===== src/hdl/tss_pkg.sv =====
// shared types, codes and structs for the triggered sampling sequencer
package tss_pkg;

    typedef enum logic [1:0] {
        ST_STOPPED  = 2'd0,
        ST_STARTING = 2'd1,
        ST_WAITLOCK = 2'd2,
        ST_RUNNING  = 2'd3
    } t_seq_st;

    localparam logic [1:0] OP_TRIGGER    = 2'd0;
    localparam logic [1:0] OP_START_REQ  = 2'd1;
    localparam logic [1:0] OP_STOP_REQ   = 2'd2;

    localparam logic [1:0] TRIG_NORMAL   = 2'd0;
    localparam logic [1:0] TRIG_OVERRUN  = 2'd1;
    localparam logic [1:0] TRIG_TIMEOUT  = 2'd2;

    localparam logic [2:0] RSN_NONE        = 3'd0;
    localparam logic [2:0] RSN_REQ_STOP    = 3'd1;
    localparam logic [2:0] RSN_TIMEOUT     = 3'd2;
    localparam logic [2:0] RSN_PLL_LOST    = 3'd3;
    localparam logic [2:0] RSN_SAMPLE_FAIL = 3'd4;

    localparam logic [1:0] ERR_OK            = 2'd0;
    localparam logic [1:0] ERR_NOT_STOPPED   = 2'd1;
    localparam logic [1:0] ERR_REQ_PENDING   = 2'd2;
    localparam logic [1:0] ERR_STOP_PENDING  = 2'd3;

    typedef struct packed {
        t_seq_st     seq_state;
        logic        start_pending;
        logic        stop_pending;
        logic [7:0]  delay_count;
    } t_ctx;

    typedef struct packed {
        logic [1:0]  operation;
        logic [1:0]  trigger_outcome;
        logic        pll_locked;
        logic        sample_ok;
        logic [7:0]  start_delay;
    } t_item;

    typedef struct packed {
        logic [1:0]  state_now;
        logic        notify;
        logic [2:0]  notify_reason;
        logic        sample_strobe;
        logic        sample_overrun;
        logic        start_strobe;
        logic        stop_strobe;
        logic [1:0]  request_error;
    } t_result;

endpackage


===== src/hdl/tss_step.sv =====
// next-state and result logic for one beat of the sequencer
module tss_step (
    input  tss_pkg::t_ctx    i_ctx,
    input  tss_pkg::t_item   i_item,
    input  logic             i_pll_monitor_enable,
    output tss_pkg::t_ctx    o_ctx,
    output tss_pkg::t_result o_result
);

    logic    timeout;
    logic    overrun;
    logic    lock_ok;
    tss_pkg::t_ctx    nxt;
    tss_pkg::t_result res;

    assign timeout = (i_item.trigger_outcome == tss_pkg::TRIG_TIMEOUT);
    assign overrun = (i_item.trigger_outcome == tss_pkg::TRIG_OVERRUN);
    assign lock_ok = !i_pll_monitor_enable || i_item.pll_locked;

    always_comb begin
        nxt = i_ctx;
        res = '0;
        unique case (i_item.operation)
            tss_pkg::OP_TRIGGER: begin
                unique case (i_ctx.seq_state)
                    tss_pkg::ST_STOPPED: begin
                        if (i_ctx.stop_pending) begin
                            nxt.stop_pending  = 1'b0;
                            res.notify        = 1'b1;
                            res.notify_reason = tss_pkg::RSN_REQ_STOP;
                        end else if (i_ctx.start_pending) begin
                            nxt.start_pending = 1'b0;
                            nxt.seq_state     = tss_pkg::ST_STARTING;
                            res.notify        = 1'b1;
                        end
                    end
                    tss_pkg::ST_STARTING: begin
                        if (i_ctx.stop_pending) begin
                            nxt.stop_pending  = 1'b0;
                            nxt.seq_state     = tss_pkg::ST_STOPPED;
                            res.notify        = 1'b1;
                            res.notify_reason = tss_pkg::RSN_REQ_STOP;
                        end else if (i_ctx.delay_count == 8'd0) begin
                            nxt.seq_state     = tss_pkg::ST_WAITLOCK;
                            res.notify        = 1'b1;
                        end else begin
                            nxt.delay_count   = i_ctx.delay_count - 8'd1;
                        end
                    end
                    tss_pkg::ST_WAITLOCK: begin
                        if (timeout) begin
                            nxt.seq_state     = tss_pkg::ST_STOPPED;
                            res.notify        = 1'b1;
                            res.notify_reason = tss_pkg::RSN_TIMEOUT;
                        end else if (i_ctx.stop_pending) begin
                            nxt.stop_pending  = 1'b0;
                            nxt.seq_state     = tss_pkg::ST_STOPPED;
                            res.notify        = 1'b1;
                            res.notify_reason = tss_pkg::RSN_REQ_STOP;
                        end else if (lock_ok) begin
                            nxt.seq_state     = tss_pkg::ST_RUNNING;
                            res.notify        = 1'b1;
                            res.start_strobe  = 1'b1;
                        end
                    end
                    tss_pkg::ST_RUNNING: begin
                        priority if (timeout) begin
                            nxt.seq_state     = tss_pkg::ST_STOPPED;
                            res.stop_strobe   = 1'b1;
                            res.notify        = 1'b1;
                            res.notify_reason = tss_pkg::RSN_TIMEOUT;
                        end else if (!lock_ok) begin
                            nxt.seq_state     = tss_pkg::ST_STOPPED;
                            res.stop_strobe   = 1'b1;
                            res.notify        = 1'b1;
                            res.notify_reason = tss_pkg::RSN_PLL_LOST;
                        end else if (i_ctx.stop_pending) begin
                            nxt.stop_pending  = 1'b0;
                            nxt.seq_state     = tss_pkg::ST_STOPPED;
                            res.stop_strobe   = 1'b1;
                            res.notify        = 1'b1;
                            res.notify_reason = tss_pkg::RSN_REQ_STOP;
                        end else begin
                            res.sample_strobe  = 1'b1;
                            res.sample_overrun = overrun;
                            if (!i_item.sample_ok) begin
                                nxt.seq_state     = tss_pkg::ST_STOPPED;
                                res.stop_strobe   = 1'b1;
                                res.notify        = 1'b1;
                                res.notify_reason = tss_pkg::RSN_SAMPLE_FAIL;
                            end
                        end
                    end
                    default: begin
                    end
                endcase
            end
            tss_pkg::OP_START_REQ: begin
                if (i_ctx.seq_state != tss_pkg::ST_STOPPED) begin
                    res.request_error = tss_pkg::ERR_NOT_STOPPED;
                end else if (i_ctx.start_pending || i_ctx.stop_pending) begin
                    res.request_error = tss_pkg::ERR_REQ_PENDING;
                end else begin
                    nxt.start_pending = 1'b1;
                    nxt.delay_count   = i_item.start_delay;
                end
            end
            tss_pkg::OP_STOP_REQ: begin
                if (i_ctx.stop_pending) begin
                    res.request_error = tss_pkg::ERR_STOP_PENDING;
                end else begin
                    nxt.stop_pending  = 1'b1;
                    nxt.start_pending = 1'b0;
                end
            end
            default: begin
            end
        endcase
        res.state_now = nxt.seq_state;
    end

    assign o_ctx    = nxt;
    assign o_result = res;

endmodule


===== src/hdl/triggered_sampling_sequencer.sv =====
// top level: input register, step logic, sequencer state and result register
//
//  channel  direction  handshake                payload
//  in       sink       i_in_valid / o_in_stall  i_operation .. i_start_delay
//  out      source     o_out_valid / i_out_stall o_state_now .. o_request_error
//  cfg      sink       i_cfg_valid / o_cfg_ready i_cfg_data (pll monitor enable)
//
// input beat to result beat passes the input register, then the result register
// one beat per cycle while the output is not stalled; the sequencer state updates
// as a beat moves into the result register, so the next beat in the input register sees it
// synchronous active-low reset clears state, config and both valid flags
// a stalled result holds both stages; the input stall follows the output stall
module triggered_sampling_sequencer (
    input  logic       i_clk,
    input  logic       i_rst_n,
    input  logic       i_in_valid,
    output logic       o_in_stall,
    input  logic [1:0] i_operation,
    input  logic [1:0] i_trigger_outcome,
    input  logic       i_pll_locked,
    input  logic       i_sample_ok,
    input  logic [7:0] i_start_delay,
    output logic       o_out_valid,
    input  logic       i_out_stall,
    output logic [1:0] o_state_now,
    output logic       o_notify,
    output logic [2:0] o_notify_reason,
    output logic       o_sample_strobe,
    output logic       o_sample_overrun,
    output logic       o_start_strobe,
    output logic       o_stop_strobe,
    output logic [1:0] o_request_error,
    input  logic       i_cfg_valid,
    output logic       o_cfg_ready,
    input  logic       i_cfg_data
);

    logic             r_in_valid;
    tss_pkg::t_item   r_item;
    logic             r_out_valid;
    tss_pkg::t_result r_result;
    tss_pkg::t_ctx    r_ctx;
    logic             r_pll_mon;

    tss_pkg::t_ctx    n_ctx;
    tss_pkg::t_result n_result;
    logic             advance;
    logic             in_take;

    assign advance    = r_in_valid && (!r_out_valid || !i_out_stall);
    assign o_in_stall = r_in_valid && !advance;
    assign in_take    = i_in_valid && !o_in_stall;
    assign o_cfg_ready = !r_in_valid;

    tss_step u_step (
        .i_ctx                (r_ctx),
        .i_item               (r_item),
        .i_pll_monitor_enable (r_pll_mon),
        .o_ctx                (n_ctx),
        .o_result             (n_result)
    );

    always_ff @(posedge i_clk) begin
        if (!i_rst_n) begin
            r_in_valid  <= 1'b0;
            r_out_valid <= 1'b0;
            r_pll_mon   <= 1'b0;
            r_ctx       <= '{seq_state: tss_pkg::ST_STOPPED, start_pending: 1'b0,
                             stop_pending: 1'b0, delay_count: 8'd0};
        end else begin
            if (in_take) begin
                r_in_valid <= 1'b1;
            end else if (advance) begin
                r_in_valid <= 1'b0;
            end
            if (advance) begin
                r_out_valid <= 1'b1;
                r_ctx       <= n_ctx;
            end else if (!i_out_stall) begin
                r_out_valid <= 1'b0;
            end
            if (i_cfg_valid && o_cfg_ready) begin
                r_pll_mon <= i_cfg_data;
            end
        end
    end

    // payload beats
    always_ff @(posedge i_clk) begin
        if (in_take) begin
            r_item <= '{operation: i_operation, trigger_outcome: i_trigger_outcome,
                        pll_locked: i_pll_locked, sample_ok: i_sample_ok,
                        start_delay: i_start_delay};
        end
        if (advance) begin
            r_result <= n_result;
        end
    end

    assign o_out_valid      = r_out_valid;
    assign o_state_now      = r_result.state_now;
    assign o_notify         = r_result.notify;
    assign o_notify_reason  = r_result.notify_reason;
    assign o_sample_strobe  = r_result.sample_strobe;
    assign o_sample_overrun = r_result.sample_overrun;
    assign o_start_strobe   = r_result.start_strobe;
    assign o_stop_strobe    = r_result.stop_strobe;
    assign o_request_error  = r_result.request_error;

`ifndef NO_ASSERTIONS
    a_reason_needs_notify: assert property (@(posedge i_clk) disable iff (!i_rst_n)
        (r_out_valid && r_result.notify_reason != tss_pkg::RSN_NONE) |-> r_result.notify)
        else $error("stop reason without notice");

    a_start_in_running: assert property (@(posedge i_clk) disable iff (!i_rst_n)
        (r_out_valid && r_result.start_strobe) |->
        (r_result.state_now == tss_pkg::ST_RUNNING && r_result.notify))
        else $error("start strobe outside running entry");

    a_stop_to_stopped: assert property (@(posedge i_clk) disable iff (!i_rst_n)
        (r_out_valid && r_result.stop_strobe) |->
        (r_result.state_now == tss_pkg::ST_STOPPED && r_result.notify &&
         r_ctx.seq_state == tss_pkg::ST_STOPPED))
        else $error("stop strobe without stopped state");

    a_error_no_change: assert property (@(posedge i_clk) disable iff (!i_rst_n)
        (advance && n_result.request_error != tss_pkg::ERR_OK) |=>
        ($stable(r_ctx) && !r_result.notify))
        else $error("rejected request changed state");
`endif

endmodule

===== config.mk =====
export PLATFORM = sky130hd
export DESIGN_NAME = triggered_sampling_sequencer
export DESIGN_NICKNAME = d
export VERILOG_FILES = /design/src/hdl/tss_pkg.sv /design/src/hdl/tss_step.sv /design/src/hdl/triggered_sampling_sequencer.sv
export SDC_FILE = /design/constraint.sdc
export NUM_CORES = 1
export LEC_CHECK = 0
export ABC_AREA = 1
export BUFFER_PORTS_ARGS = -buffer_cell sky130_fd_sc_hd__buf_2
export CAP_MARGIN = 20
export CORE_AREA = 10 10 87 89
export DETAILED_ROUTE_END_ITERATION = 6
export DIE_AREA = 0 0 97 99
export HOLD_SLACK_MARGIN = 0.12
export PLACE_DENSITY_LB_ADDON = 0.15
export SYNTH_ARGS = -nofsm -noshare
export SYNTH_HDL_FRONTEND = slang
export SYNTH_SLANG_ARGS = --single-unit

===== constraint.sdc =====
create_clock -name i_clk -period 1.63 [get_ports i_clk]
set_input_delay 0.0815 -clock i_clk [delete_from_list [all_inputs] [get_ports i_clk]]
set_output_delay 0.0815 -clock i_clk [all_outputs]
set_load 0.03 [all_outputs]

==> results of run 1 <==
sequential cells by signal (all words and copies together), names as in the netlist:
register and count:
o_out_valid 1, o_sample_strobe 1, r_pll_mon 1, o_start_strobe 1
o_stop_strobe 1, o_sample_overrun 1, r_ctx 12, o_notify 1
o_state_now 2, r_in_valid 1, r_item 14, o_notify_reason 3
o_request_error 2
how the worst max path moves through the flow:
stage,slack (ps),from,endpoint
floorplan,30,o_out_valid,r_item[0]
global route,-30,r_item[12],r_ctx[3]
detailed placement,20,r_item[12],r_ctx[5]
finish,50,r_item[12],r_ctx[4]
global placement,70,r_item[12],r_ctx[6]
CTS,20,r_item[12],r_ctx[7]
stage by stage:
| step | setup WS (ps) | hold slack [ps] | instances | instance area, um2 |
|---|---|---|---|---|
| after floorplan | 30.1 | 180 | 247 | 2040 |
| after global placement | 68.6 | 258 | 363 | 2370 |
| after detailed placement | 23.1 | 260 | 363 | 2370 |
| after CTS | 22.0 | 475 | 390 | 2670 |
| after global routing | -29.7 | 483 | 393 | 2750 |
| final | 50.4 | 483 | 393 | 2750 |
power by group:
group,switching [mW],total [mW],leakage [nW],internal [mW]
combinational,0.257,0.438,0.788,0.182
sequential,0.0358,1.20,0.371,1.16
clock,0.373,0.832,0.0543,0.458
logic make-up after synthesis:
| logic type | Yosys count | synth area share |
|---|---|---|
| DFF | 41 | 0.531 |
| AOI/OAI and AO/OA | 35 | 0.0984 |
| buffers and inverters | 39 | 0.0756 |
| and+or+nand+nor | 127 | 0.264 |
| adders and majority gates | 5 | 0.0308 |
layout make-up:
type	count	area, um2	area share
flip-flops and latches	41	1080	0.393
well taps	75	93.8	0.0341
inverters	37	139	0.0504
clock buffers	5	68.8	0.0250
clock inverters	3	46.3	0.0168
multi-input cells	167	855	0.310
repair buffers	65	470	0.171
cells in the final DEF (no fill, tap or decap), types with 2 or more instances in the layout:
cell	synthesis	layout
ha_1	5	3
nand2_2	3	4
edfxtp_1	26	26
clkbuf_8	0	5
nor2_2	2	4
nor3_1	4	4
nand2_1	65	63
a21oi_2	0	2
dfxtp_1	15	15
a21oi_1	13	11
o21ai_2	1	3
o22ai_1	2	2
inv_2	4	6
buf_4	0	9
buf_6	1	2
nand2_4	2	3
nand3_1	17	17
o21ai_0	9	8
nor2_1	32	30
dlygate4sd3_1	0	19
inv_1	31	29
o21ai_1	6	5
clkinv_1	2	2
buf_2	0	34
ha_4	0	2
timing repair:
action	CTS	global route
endpoints found under the hold margin	18	0
endpoints found under the setup margin	0	11
hold buffers	19	0
gates resized for setup	0	17
setup buffers	0	3
worst max-delay path: stages (launching register included):
cell,delay (ps)
edfxtp_1,440
buf_6,150
ha_4,180
o21ai_2,60
nand2_2,80
inv_2,60
nand2_4,50
a21oi_4,250
buf_6,140
nor2_2,30
nor2_1,90
layer usage:
metal	vias up	wire length, um	global-route usage
li1	946	-	-
met1	755	2140	0.107
met2	37	2130	0.166
met3	7	292	0.0370
met4	0	71	0.0375
met5	-	0	0
==> qor.yml, run 1 <==
tritoncts: "yes"
clockBufferDepth: 2
final_nets: 342
drive_gt1_frac: 0.248
boundaryPins: 35
grt_overflow: 0
synthDominantCellAreaShare: 0.384
core_area_um2: 5850
rsz0062_at_grt: "yes"
synth_area_leaders: "edfxtp_1 38%, dfxtp_1 15%, nand2_1 12%"
p_total_mw: 2.47
synthMostInstantiatedCell: "nand2_1"
rr_worst_depth: 10
cts.sinks: 41
drtIter0Drc: 60
required_ps: 1880
setup-violations-final: 0
r2r_end: "r_ctx[4]"
diodes: 0
ys_types: 26
netlist_instances: 247
clk_latency_ps: 300
syn_area_um2: 2030
path_class: "register to register"
die_x_um: 97
synth-edff-count: 26
track_usage: 0.0972
async_reset_ff_frac: 0
p_leak_nw: 1.21
min_delay_worst_endpoint: "r_item[10]"
grt_antenna_before_repair: 0
r2r_slack_ps: 50
yosysWarnings: 0
dieArea_um2: 9600
synth_area_per_cell_um2: 8.24
die_h_um: 99
cts_buffers: 5
grt_pass1_wl_mm: 7.80
power.density_nw_per_um2: 897
cp_max_fo: 8
synth_nets: 272
arrival_ps: 1830
htree_levels: 2
routed_wl_mm: 4.63
timing.fmax_mhz: 633
max_slew_margin: 0.782
synthToLayoutAreaGrowth_pct: 35.4
viasPerCell: 4.44
status: "finished clean"
grt_pass1_vias: 1754
hold_viol: 0
worst_setup_path_end_kind: "register"
synth_common_cells: "65 x nand2_1, 32 x nor2_1, 31 x inv_1"
gp_congestion: 0.864
clock-root-buffer: "clkbuf_8"
nFillCells: 587
slew_violations: 0
drcViolationCount: 0
wl_per_cell_um: 11.8
fin_crit_ps: 1580
cp-start-kind: "register"
skew_ps: 13.9
synth_seq_cells: 41
initial_core_util: 0.348
ys_seq_area_frac: 0.531
synth_largest_area_cell: "edfxtp_1"
drtAntennaViolNets: 0
max-vdd-ir-drop_mv: 0.401
port-buffer-count: 34
via_count: 1745
hp-start: "i_trigger_outcome[0]"
holdCritPathClass: "input pin to register"
drt_first_pass_iters: 4
num_rows: 28
grt_max_degree: 16
max_cap_viol_count: 0
path_clk_slew_ps: 90
dp.final_hpwl_mm: 3.44
worstReg2RegStart: "r_item[12]"
finalCritPeriodShare: 0.969
yosys_most_used_dff: "edfxtp_1"
whs_path_depth: 2
final_util: 0.471
tightest_slew_ps: 327
setup_tns_ps: 0
No activity file was read; power rests on OpenSTA's default activity.
==> run 2, diff against run 1 <==
ABC_AREA = not set   (was 1)
CORE_AREA = 10 10 86 88   (was 10 10 87 89)
DIE_AREA = 0 0 96 98   (was 0 0 97 99)
HOLD_SLACK_MARGIN = 0.02   (was 0.12)
SETUP_SLACK_MARGIN = 0.1   (was not set)
==> run 2 against run 1 <==
  * The flow now finishes with violations (setup timing)
  * Core utilization increased by 4.6 points
  * Combinational power increased by 8.9%
  * Final cell count decreased by 11%
  * Clock-buffer cell count increased by 2
  * Non-clock buffer count increased by 32
  * Largest cell class unchanged
==> qor.yml, run 2 <==
track_usage: 0.104
slew_violations: 0
core_area_um2: 5750
whs_path_depth: 3
synthDominantCellAreaShare: 0.393
grt_max_degree: 20
post-place-cells: 317
synth_common_cells: "26 x edfxtp_1, 15 x dfxtp_1, 12 x nand2_1"
critical-path-max-stage-delay_ps: 550
intPower_mw: 1.74
path_class: "register to register"
finalCritPeriodShare: 1.13
clock-root-buffer: "clkbuf_8"
synthToLayoutAreaGrowth_pct: 49.7
worstReg2RegStart: "r_ctx[4]"
path_clk_slew_ps: 80
dp.final_hpwl_mm: 3.32
switching_share: 0.259
final_nets: 300
rsz0062_at_grt: "yes"
synth_seq_cells: 41
worst_slack_ps: -217
ys_types: 46
final_common_cell: "buf_4"
cp-start-kind: "register"
ys_seq_area_frac: 0.545
max_slew_margin: 0.771
grt_pass1_wl_mm: 8.09
tightest_slew_ps: 339
nFillCells: 535
initial_core_util: 0.345
yosysWarnings: 0
p_comb_frac: 0.203
slowest_stage: "or4_4"
r2r_slack_ps: -220
yosys_most_used_dff: "edfxtp_1"
largest_reg_flops: 14
via_count: 1683
synth_area_per_cell_um2: 10.9
clk_latency_ps: 290
cts.sinks: 41
viasPerCell: 4.79
port-buffer-count: 34
synth_nets: 207
r2r_end: "r_ctx[2]"
die_x_um: 96
power.share.clock: 0.295
rr_worst_depth: 7
dieArea_um2: 9410
grt_overflow: 0
grt_pass1_vias: 1738
hp-start: "i_cfg_data"
gp_congestion: 0.768
required_ps: 1810
power.density_nw_per_um2: 793
min_delay_worst_endpoint: "r_pll_mon"
hold_viol: 0
cp_max_fo: 3
holdCritPathClass: "input pin to register"
top_register: "r_item"
synth_area_leaders: "edfxtp_1 39%, dfxtp_1 15%, ha_1 3.2%"
whs_ps: 68.3
status: "finished, violations left"
synth_largest_area_cell: "edfxtp_1"
final_util: 0.517
routed_wl_mm: 4.74
max-vdd-ir-drop_mv: 0.489
path_delay_family: "simple AND/OR/NAND/NOR gates"
netlist_instances: 182
num_rows: 28
worst-path-buf-inv: 2
layout_common_cells: "39 x buf_4, 34 x buf_2, 26 x edfxtp_1, 15 x dlygate4sd3_1"
violations: "setup timing"
p_leak_nw: 1.20
wl_per_cell_um: 13.5
htree_levels: 2
grt_antenna_before_repair: 0
drive_gt1_frac: 0.438
setup_tns_ps: -1820
async_reset_ff_frac: 0
drtIter0Drc: 60
instances_no_fill: 351
worst_setup_path_end_kind: "register"
synth-edff-count: 26
drcViolationCount: 0
crit_path_start: "r_ctx[4]"
clockBufferDepth: 2
diodes: 0
fin_crit_ps: 1850
syn_area_um2: 1980
drt_first_pass_iters: 4
arrival_ps: 2020
crit_path_cell_trace: "or4_4 > nor3_4 > a211oi_4 > buf_4 > buf_6 > a32oi_1 > a21boi_1"
tritoncts: "yes"
drtAntennaViolNets: 0
die_h_um: 98
synthMostInstantiatedCell: "edfxtp_1"
boundaryPins: 35
switchingPower_mw: 0.610
cts_buffers: 5
setup-violations-final: 12
timing.fmax_mhz: 541
max_cap_viol_count: 0
seqPwrFrac: 0.502
skew_ps: 7.73
[run 2: cell types whose count changed in the layout (fill, tap and decap cells not counted), sizes merged, moves of 5 or more]
cell    delta
nand2     -58
buf       +36
nor2      -23
inv       -25
a21oi      -8
nor2b      +7
o21ai      -5
nand3     -12
a21boi     +6
[run 2: cell type report]
| type | instances | area (um2) | share of cell area |
|---|---|---|---|
| Sequential cell | 41 | 1090 | 0.366 |
| Multi-Input combinational cell | 120 | 942 | 0.317 |
| Timing Repair Buffer | 97 | 714 | 0.241 |
| Tap cell | 75 | 93.8 | 0.0316 |
| Clock buffer | 7 | 86.3 | 0.0291 |
| Inverter | 10 | 37.5 | 0.0126 |
| Clock inverter | 1 | 7.51 | 0.00253 |
[run 2: per-stage QoR]
step | setup slack, ps | power (mW) | area (um2)
6_report | -217 | 2.35 | 2970
3_3_place_gp | -226 | 1.57 | 2500
3_5_place_dp | -215 | 1.57 | 2500
2_1_floorplan | -223 | 1.42 | 2010
4_1_cts | -167 | 2.34 | 2880
5_1_grt | -291 | 2.47 | 2970
[run 2: logic make-up (layout without fill, tap and decap cells)]
logic type	count (synthesis)	count (layout)	synth area share
adders and majority gates	5	5	0.0315
DFF	41	41	0.545
buffers and inverters	21	115	0.0448
muxes	4	4	0.0202
and+or+nand+nor	63	63	0.182
AOI/OAI and AO/OA	48	48	0.177
[run 2: metal layers]
metal	global-route usage	vias up	part of all wire
li1	-	864	-
met2	0.152	33	0.47
met1	0.140	782	0.48
met4	0.0409	0	0.0097
met3	0.0276	4	0.039
met5	0	-	0
[run 2: what timing repair did]
action                     4_1_cts  5_1_grt
hold endpoints to repair        15        0
setup endpoints to repair       13       17
hold buffers                    15        0
pin swaps                       10       16
buffers inserted                 7        8
gates resized for setup         23       16
[run 2: how the worst max path moves through the flow]
stage,cells after the start,end
global placement,8,r_ctx[2]
global route,7,r_ctx[2]
floorplan,6,r_ctx[6]
detailed placement,8,r_ctx[2]
finish,7,r_ctx[2]
CTS,7,r_ctx[2]
[run 2: worst reg2reg max path, cell delays in order (launching register included)]
cell      delay, ps
dfxtp_2         330
or4_4           550
nor3_4          250
a211oi_4        100
buf_4           150
buf_6           110
a32oi_1         170
a21boi_1         80
[run 2: power by group through the flow]
stage	logic (mW)	registers, mW	clock network, mW
2_1_floorplan	0.189	1.23	0
3_3_place_gp	0.371	1.20	0
3_5_place_dp	0.372	1.20	0
4_1_cts	0.435	1.18	0.728
5_1_grt	0.522	1.19	0.764
6_report	0.477	1.18	0.695
